### config.mk
export PLATFORM = sky130hd
export DESIGN_NAME = rgbc_out_fifo
export DESIGN_NICKNAME = d
export VERILOG_FILES = /design/src/sv/rgbc_pkg.sv /design/src/sv/rgbc_out_fifo.sv
export SDC_FILE = /design/constraint.sdc
export NUM_CORES = 1
export LEC_CHECK = 0
export ABC_AREA = 1
export BUFFER_PORTS_ARGS = -buffer_cell sky130_fd_sc_hd__buf_2
export CORE_ASPECT_RATIO = 1.75
export CORE_UTILIZATION = 50
export CTS_CLUSTER_DIAMETER = 120
export DETAILED_ROUTE_END_ITERATION = 12
export PLACE_DENSITY = 0.77
export SYNTH_ARGS = -nofsm -noshare
export SYNTH_HDL_FRONTEND = slang
export SYNTH_SLANG_ARGS = --single-unit
### constraint.sdc
create_clock -name clk_i -period 2.8 [get_ports clk_i]
set_input_delay 0.14 -clock clk_i [delete_from_list [all_inputs] [get_ports clk_i]]
set_output_delay 0.14 -clock clk_i [all_outputs]
set_load 0.005 [all_outputs]
### src/sv/rgbc_pkg.sv
// ----------------------------------------------------------------------------
// rgbc_pkg
// shared types, constants and arithmetic helpers of the 3x3 rgb convolution
// ----------------------------------------------------------------------------
package rgbc_pkg;

  localparam int unsigned MAX_WIDTH   = 1024;
  localparam int unsigned MIN_WIDTH   = 3;
  localparam int unsigned PTR_W       = $clog2(MAX_WIDTH);
  localparam int unsigned WIDTH_W     = 11;
  localparam int unsigned COEFF_BITS  = 13;
  localparam int unsigned KREG_W      = 3 * COEFF_BITS;
  localparam int unsigned POS_W       = 24;
  localparam int unsigned PIX_W       = 24;
  localparam int unsigned CH_W        = 8;
  localparam int unsigned CFG_IDX_W   = 3;
  localparam int unsigned SCALE_SHIFT = 8;

  // product of an unsigned channel and a signed coefficient
  localparam int unsigned PROD_W = COEFF_BITS + CH_W + 1;
  // one scaled tap keeps below the coefficient's magnitude
  localparam int unsigned TAP_W  = COEFF_BITS;
  // nine taps summed
  localparam int unsigned SUM_W  = TAP_W + 4;

  localparam int unsigned FIFO_DEPTH = 8;
  localparam int unsigned FIFO_PTR_W = $clog2(FIFO_DEPTH);
  localparam int unsigned FIFO_CNT_W = FIFO_PTR_W + 1;

  localparam logic [POS_W-1:0] POS_MAX = '1;

  // 32 in all three coefficient slots
  localparam logic [KREG_W-1:0] KERNEL_RESET =
    {COEFF_BITS'(32), COEFF_BITS'(32), COEFF_BITS'(32)};
  localparam logic [WIDTH_W-1:0] WIDTH_RESET = WIDTH_W'(640);

  typedef enum logic [CFG_IDX_W-1:0] {
    CFG_KERNEL_LEFT  = 3'd0,
    CFG_KERNEL_MID   = 3'd1,
    CFG_KERNEL_RIGHT = 3'd2,
    CFG_LINE_WIDTH   = 3'd3
  } cfg_index_e;

  typedef logic [PIX_W-1:0] pixel_t;
  // window [dy][dx], dx = 2 is the newest column
  typedef logic [2:0][2:0][PIX_W-1:0] window_t;
  // kernel registers indexed by dx
  typedef logic [2:0][KREG_W-1:0] kernel_set_t;
  typedef logic signed [TAP_W-1:0] tap_t;

  typedef struct packed {
    logic    vld;
    window_t win;
  } mac_req_t;

  // channel * coeff / 256, truncated toward zero
  function automatic tap_t scaled_tap(logic [CH_W-1:0] ch,
                                      logic signed [COEFF_BITS-1:0] c);
    logic signed [PROD_W-1:0] p;
    logic signed [PROD_W-1:0] bias;
    logic signed [PROD_W-1:0] q;
    p    = $signed({1'b0, ch}) * c;
    bias = p[PROD_W-1] ? PROD_W'((1 << SCALE_SHIFT) - 1) : '0;
    q    = (p + bias) >>> SCALE_SHIFT;
    return q[TAP_W-1:0];
  endfunction

  function automatic logic [CH_W-1:0] clamp8(logic signed [SUM_W-1:0] v);
    logic [CH_W-1:0] r;
    if (v[SUM_W-1]) begin
      r = '0;
    end else if (v > $signed(SUM_W'((1 << CH_W) - 1))) begin
      r = '1;
    end else begin
      r = v[CH_W-1:0];
    end
    return r;
  endfunction

endpackage

### src/sv/rgbc_out_fifo.sv
// ----------------------------------------------------------------------------
// rgbc_out_fifo
// small result queue that decouples the pipeline from output stalls
// ----------------------------------------------------------------------------
module rgbc_out_fifo (
  input  logic             clk_i,
  input  logic             rst_ni,
  input  logic             push_i,
  input  rgbc_pkg::pixel_t push_data_i,
  input  logic             pop_i,
  output logic             valid_o,
  output rgbc_pkg::pixel_t data_o
);

  rgbc_pkg::pixel_t                     mem_q [rgbc_pkg::FIFO_DEPTH];
  logic [rgbc_pkg::FIFO_PTR_W-1:0]      wr_ptr_q;
  logic [rgbc_pkg::FIFO_PTR_W-1:0]      rd_ptr_q;
  logic [rgbc_pkg::FIFO_CNT_W-1:0]      cnt_q;
  logic                                 pop;

  assign valid_o = (cnt_q != '0);
  assign pop     = pop_i && valid_o;
  assign data_o  = mem_q[rd_ptr_q];

  always_ff @(posedge clk_i) begin
    if (push_i) begin
      mem_q[wr_ptr_q] <= push_data_i;
    end
  end

  always_ff @(posedge clk_i or negedge rst_ni) begin
    if (!rst_ni) begin
      wr_ptr_q <= '0;
      rd_ptr_q <= '0;
      cnt_q    <= '0;
    end else begin
      if (push_i) begin
        wr_ptr_q <= wr_ptr_q + 1'b1;
      end
      if (pop) begin
        rd_ptr_q <= rd_ptr_q + 1'b1;
      end
      if (push_i && !pop) begin
        cnt_q <= cnt_q + 1'b1;
      end else if (pop && !push_i) begin
        cnt_q <= cnt_q - 1'b1;
      end
    end
  end

endmodule

=== After elaboration in Yosys (flattened, before gate mapping) ===
Memories as Yosys holds them, arrays and structs flattened.
Index checks and enable logic that the tools add are counted.
Widths: inputs -> output; s select.

* Reduce and logical (&&, ||, !) cells: 7
* Multiplexer cells: 4
* Add/subtract/negate cells: 4

{| class="wikitable"
|+ Operator list
! kind !! count
|-
| $mux 4 || 2
|-
| $add 3x1->3 const B || 2
|-
| $add 4x1->4 const B || 1
|-
| $reduce_bool 4->1 || 1
|-
| $sub 4x1->4 const B || 1
|-
| $logic_and 1x1->1 || 3
|-
| $logic_not 1->1 || 2
|-
| $mux 1 || 2
|-
| $reduce_bool 2->1 || 1
|}

* Output and inout bits: 25
* Flip-flop bits (word level): 10
* Word-level logic and storage cells: 19
* Memories kept: 1
* Memory bits (writable): 192
* Input bits: 28

{| class="wikitable"
|+ Memories
! name !! depth !! width !! read ports !! clocked after Yosys merged registers in !! write ports !! RTL line !! text
|-
| mem_q || 8 || 24 || 1 || 0 || 1 || rgbc_out_fifo.sv:15 || <nowiki>rgbc_pkg::pixel_t mem_q [rgbc_pkg::FIFO_DEPTH];</nowiki>
|}

=== Longest topological paths before layout ===
* Depth after elaboration: 5
* Depth in mapped cells: 12
* Mapped depth without buffers: 12

=== Least setup slack after synthesis ===
OpenSTA, ideal clock, no wires.

* Kind: register to register
* From: register wr_ptr_q[0] (netlist name)
* To: memory mem_q[0][0] (netlist name) (enable)
* Clock period less this slack: 2164 ps
* Stages on the path, launching flop included: 3
* Setup slack: 636 ps
* Arrival time: 1759 ps
* Data required time: 2395 ps
* Buffers on the path: 0
* Library setup time: 405 ps
* Cells stage by stage: dfrtp_1 > or2_2 > nor2_1

{| class="wikitable"
|+ RTL lines
! what !! RTL line !! text
|-
| from (decl) || rgbc_out_fifo.sv:16 || <nowiki>logic [rgbc_pkg::FIFO_PTR_W-1:0] wr_ptr_q;</nowiki>
|-
| from (signal assigned) || rgbc_out_fifo.sv:38 || <nowiki>wr_ptr_q <= wr_ptr_q + 1'b1;</nowiki>
|-
| to (decl) || rgbc_out_fifo.sv:15 ||
|}

Straight into the memory's write port.

=== Worst setup path in the final report ===
* From: register rd_ptr_q[0] (netlist name)
* To: output port data_o[22]

* Longest elaborated chain between the ends: 1

{| class="wikitable"
|+ RTL lines
! what !! RTL line !! text
|-
| from (decl) || rgbc_out_fifo.sv:17 || <nowiki>logic [rgbc_pkg::FIFO_PTR_W-1:0] rd_ptr_q;</nowiki>
|-
| from (signal assigned) || rgbc_out_fifo.sv:41 || <nowiki>rd_ptr_q <= rd_ptr_q + 1'b1;</nowiki>
|-
| $mem_v2 8x24 || -- ||
|-
| to (decl) || rgbc_out_fifo.sv:12 || <nowiki>output rgbc_pkg::pixel_t data_o</nowiki>
|}

Every way passes these cells.

==> summary.md <==
| Metric | Value |
|---|---|
| Most used cell, CP | `nand2_1` |
| Remaining Overflow, GRT | `0` |
| Status | `finished, final reports clean` |
| Vias per Instance | `4.77` |
| Synth Cell Area | `0.00878 mm2` |
| R2R Path Start | `cnt_q[1]` |
| Initial antenna violation count | `0` |
| RSZ-0062 raised after global routing | `false` |
| Top-count cell post-synth | `nand2_1` |
| Met3 Use GR | `0.0273` |
| Power consumption | `9730 uW` |
| I/O Buffers | `52` |
| Crit path to | `data_o[22]` |
| Setup Skew | `0.0135 ns` |
| Fill count | `1,366` |
| CORE AREA | `0.0170 mm2` |
| Global-route wire length before repair | `28.3 mm` |
| DR vias | `5,821` |
| Crit start category | `flip-flop` |
| Setup crit end kind | `primary output` |
| CTS Buf Count | `18` |
| Worst setup path class | `flip-flop to primary output` |
| Area Growth Syn to Fin | `16.5%` |
| Routed len/inst | `14.4 um` |
| Row cnt | `63` |
| Routability cong. | `0.815` |
| Final setup fails | `0` |
| Max stage delay on crit path | `0.73 ns` |
| Fin cells | `1,220` |
| Top FF cell, synth | `edfxtp_1` |
| Share of flip-flops with an asynchronous set or reset | `0.0495` |
| Placed insts | `1,163` |
| Slew Limit Fails | `0` |
| Final Hold Fails | `0` |
| Slew margin rel. | `0.564` |
| Arr. time, crit path | `2.18 ns` |
| Synth area leader | `edfxtp_1` |
| Ratio of cells with drive above 1 in the final layout | `0.107` |
| Synth warnings | `0` |
| Combinational power share | `0.359` |
| EDFF count, synth | `192` |
| Critical path cell sequence | `buf_12 > nor2_1 > nor2_1 > nand2_1 > nand2_1 > nand2_1 > nand2_1 > buf_2` |
| Mapped Avg Cell Area | `9.72 um2` |
| DR DRC count | `0` |
| Placed wire-length estimate | `10.5 mm` |
| CP max-delay cell | `dfrtp_4` |
| Initial core utilization | `0.516` |
| VDD IR max | `652 uV` |
| Fin Setup TNS | `0 ns` |
| Global routing usage on met2 | `0.374` |
| Max frequency | `431 MHz` |
| Worst slew pin tran | `0.654 ns` |
| Pre-CTS setup slack | `0.788 ns` |
| Cell count along the critical path | `8` |
| CTS max path bufs | `3` |
| TritonCTS clock tree | `done` |
| Seq/Total Area, Yosys | `0.685` |
| Diodes inserted | `0` |
| Worst-path clk slew | `0.07 ns` |
| Starting DRC count in detailed routing | `395` |
| Reg2reg path depth | `11` |
| GR Util met1 | `0.248` |
| Hold Slack | `0.0744 ns` |
| Top Ports | `53` |
| Final wirelength | `17.5 mm` |
| Die area | `0.0181 mm2` |
| WP buf/inv | `2` |
| Synth Instances | `903` |
| Htree depth | `1` |
| Chip width | `102 um` |
| Reg2reg end | `cnt_q[3]` |
| DR pass1 iterations | `6` |
| Clk_lat worst skew | `0.48 ns` |
| Min cycle time layout | `2.32 ns` |
| Die H | `177 um` |
| Worst Hold Class | `input port to async pin` |
| Nets | `1,017` |
| Synth top cells by count | `336 x nand2_1, 204 x nor2_1, 192 x edfxtp_1` |
| Top post-synthesis cells by area | `edfxtp_1 66%, nand2_1 14%, nor2_1 8.7%` |
| Final WS setup | `0.480 ns` |
| Synth unique cells | `18` |
| Largest net degree at the start of global routing | `82` |
| Worst reg2reg setup slack | `0.77 ns` |
| Clk sinks | `202` |
| Net switching power | `3470 uW` |
| Internal power | `6260 uW` |
| Sequential power share | `0.401` |
| Clock power share | `0.241` |
| CP max FO | `81` |
| CP delay by family, top | `flip-flops` |
| Post-CTS Setup Repair Bufs | `0` |
| Period utilization | `0.828` |
| Detail Route Antenna Nets | `0` |
| Max cap viols | `0` |
| Root Buffer | `clkbuf_16` |
| Top cell type's share of synthesized area | `0.657` |
| #FFs+latches synth | `202` |
| GRT Total Usage | `0.209` |
| Power density over the cells | `951 mW/mm2` |
| CP Launch Point | `rd_ptr_q[0]` |
| GRT busiest layer | `met2` |
| Syn_nets | `937` |
| Sw Ratio | `0.356` |
| Leak pwr | `0.00448 uW` |
| Vias in the first global route | `5,664` |
| Worst EP required | `2.66 ns` |
-- layout make-up --
cell class              count  area [um2]  share of cell area
repair buffers             96         758              0.0741
inverters                 106         398              0.0389
well taps                 227         284              0.0278
flip-flops and latches    202        6020               0.589
multi-input cells         559        2220               0.217
clock buffers              20         479              0.0469
clock inverters            10        72.6             0.00709
-- flip-flops by register name, summed over array words and instances, names as in the netlist --
register	count
mem_q	192
rd_ptr_q	3
wr_ptr_q	3
cnt_q	4
-- worst reg2reg max path, cell delays in order, from the launching register on --
cell and delay, ns:
dfrtp_1 0.42, nor2_1 0.13, nand2_1 0.09, nand2_1 0.15, ha_1 0.20, inv_1 0.10
ha_1 0.32, or2_2 0.30, nand2_1 0.07, nand2_1 0.04, nand3_1 0.06, nand2_1 0.05
-- power by group through the flow --
stage / Combinational [uW] / Sequential [uW] / Clock [uW]
after CTS: 3530 / 3900 / 2370
after detailed placement: 3480 / 3960 / 0
after global routing: 3980 / 3940 / 2490
final: 3490 / 3900 / 2340
after global placement: 3400 / 3940 / 0
after floorplan: 2440 / 3850 / 0
-- metal layers --
metal | vias up | wire length [um]
met5 | - | 0
met4 | 0 | 512
met3 | 41 | 1030
met2 | 161 | 9240
met1 | 2665 | 6730
li1 | 2954 | -
-- metrics by stage --
stage,utilization,area [um2]
after floorplan,-,8780
after global placement,0.552,9410
after detailed placement,0.552,9410
after CTS,0.601,10200
after global routing,0.601,10200
final,0.601,10200
-- worst min path at each step --
stage                     startpoint       end  slack (ns)  depth (start not counted)
after floorplan               rst_ni  cnt_q[0]       -0.16                          0
after global placement        rst_ni  cnt_q[0]        0.01                          1
after detailed placement      rst_ni  cnt_q[0]        0.02                          1
after CTS                     rst_ni  cnt_q[0]        0.08                          2
after global routing          rst_ni  cnt_q[0]        0.08                          2
final                         rst_ni  cnt_q[0]        0.07                          2
-- cell usage in the layout, fill, tap and decap left out, types with 5 or more instances in the layout --
cell and count:
clkbuf_16 19, clkinv_1 6, inv_1 104, ha_1 5, buf_2 52, nor2_2 8, dlygate4sd3_1 27, buf_4 9
edfxtp_1 192, nor2_1 196, nand2_1 336, dfrtp_1 8, buf_12 8
-- kinds of logic (layout without fill, tap and decap cells) --
logic type,count (synthesis),in the layout,synth area share
AO/OA/AOI/OAI,3,3,0.00171
XOR/XNOR,5,5,0.00499
flip-flops,202,202,0.685
AND/OR/NAND/NOR,545,545,0.234
adder cells (fa/ha/maj),6,6,0.00941
buffers and inverters,142,232,0.0644
-- timing repair --
item / 4_1_cts / 5_1_grt
endpoints found under the hold margin: 204 / 0
hold buffers: 27 / 0
resized for setup: 0 / 0
endpoints found under the setup margin: 0 / 0
Note: power is estimated with default switching activity, not from simulation.
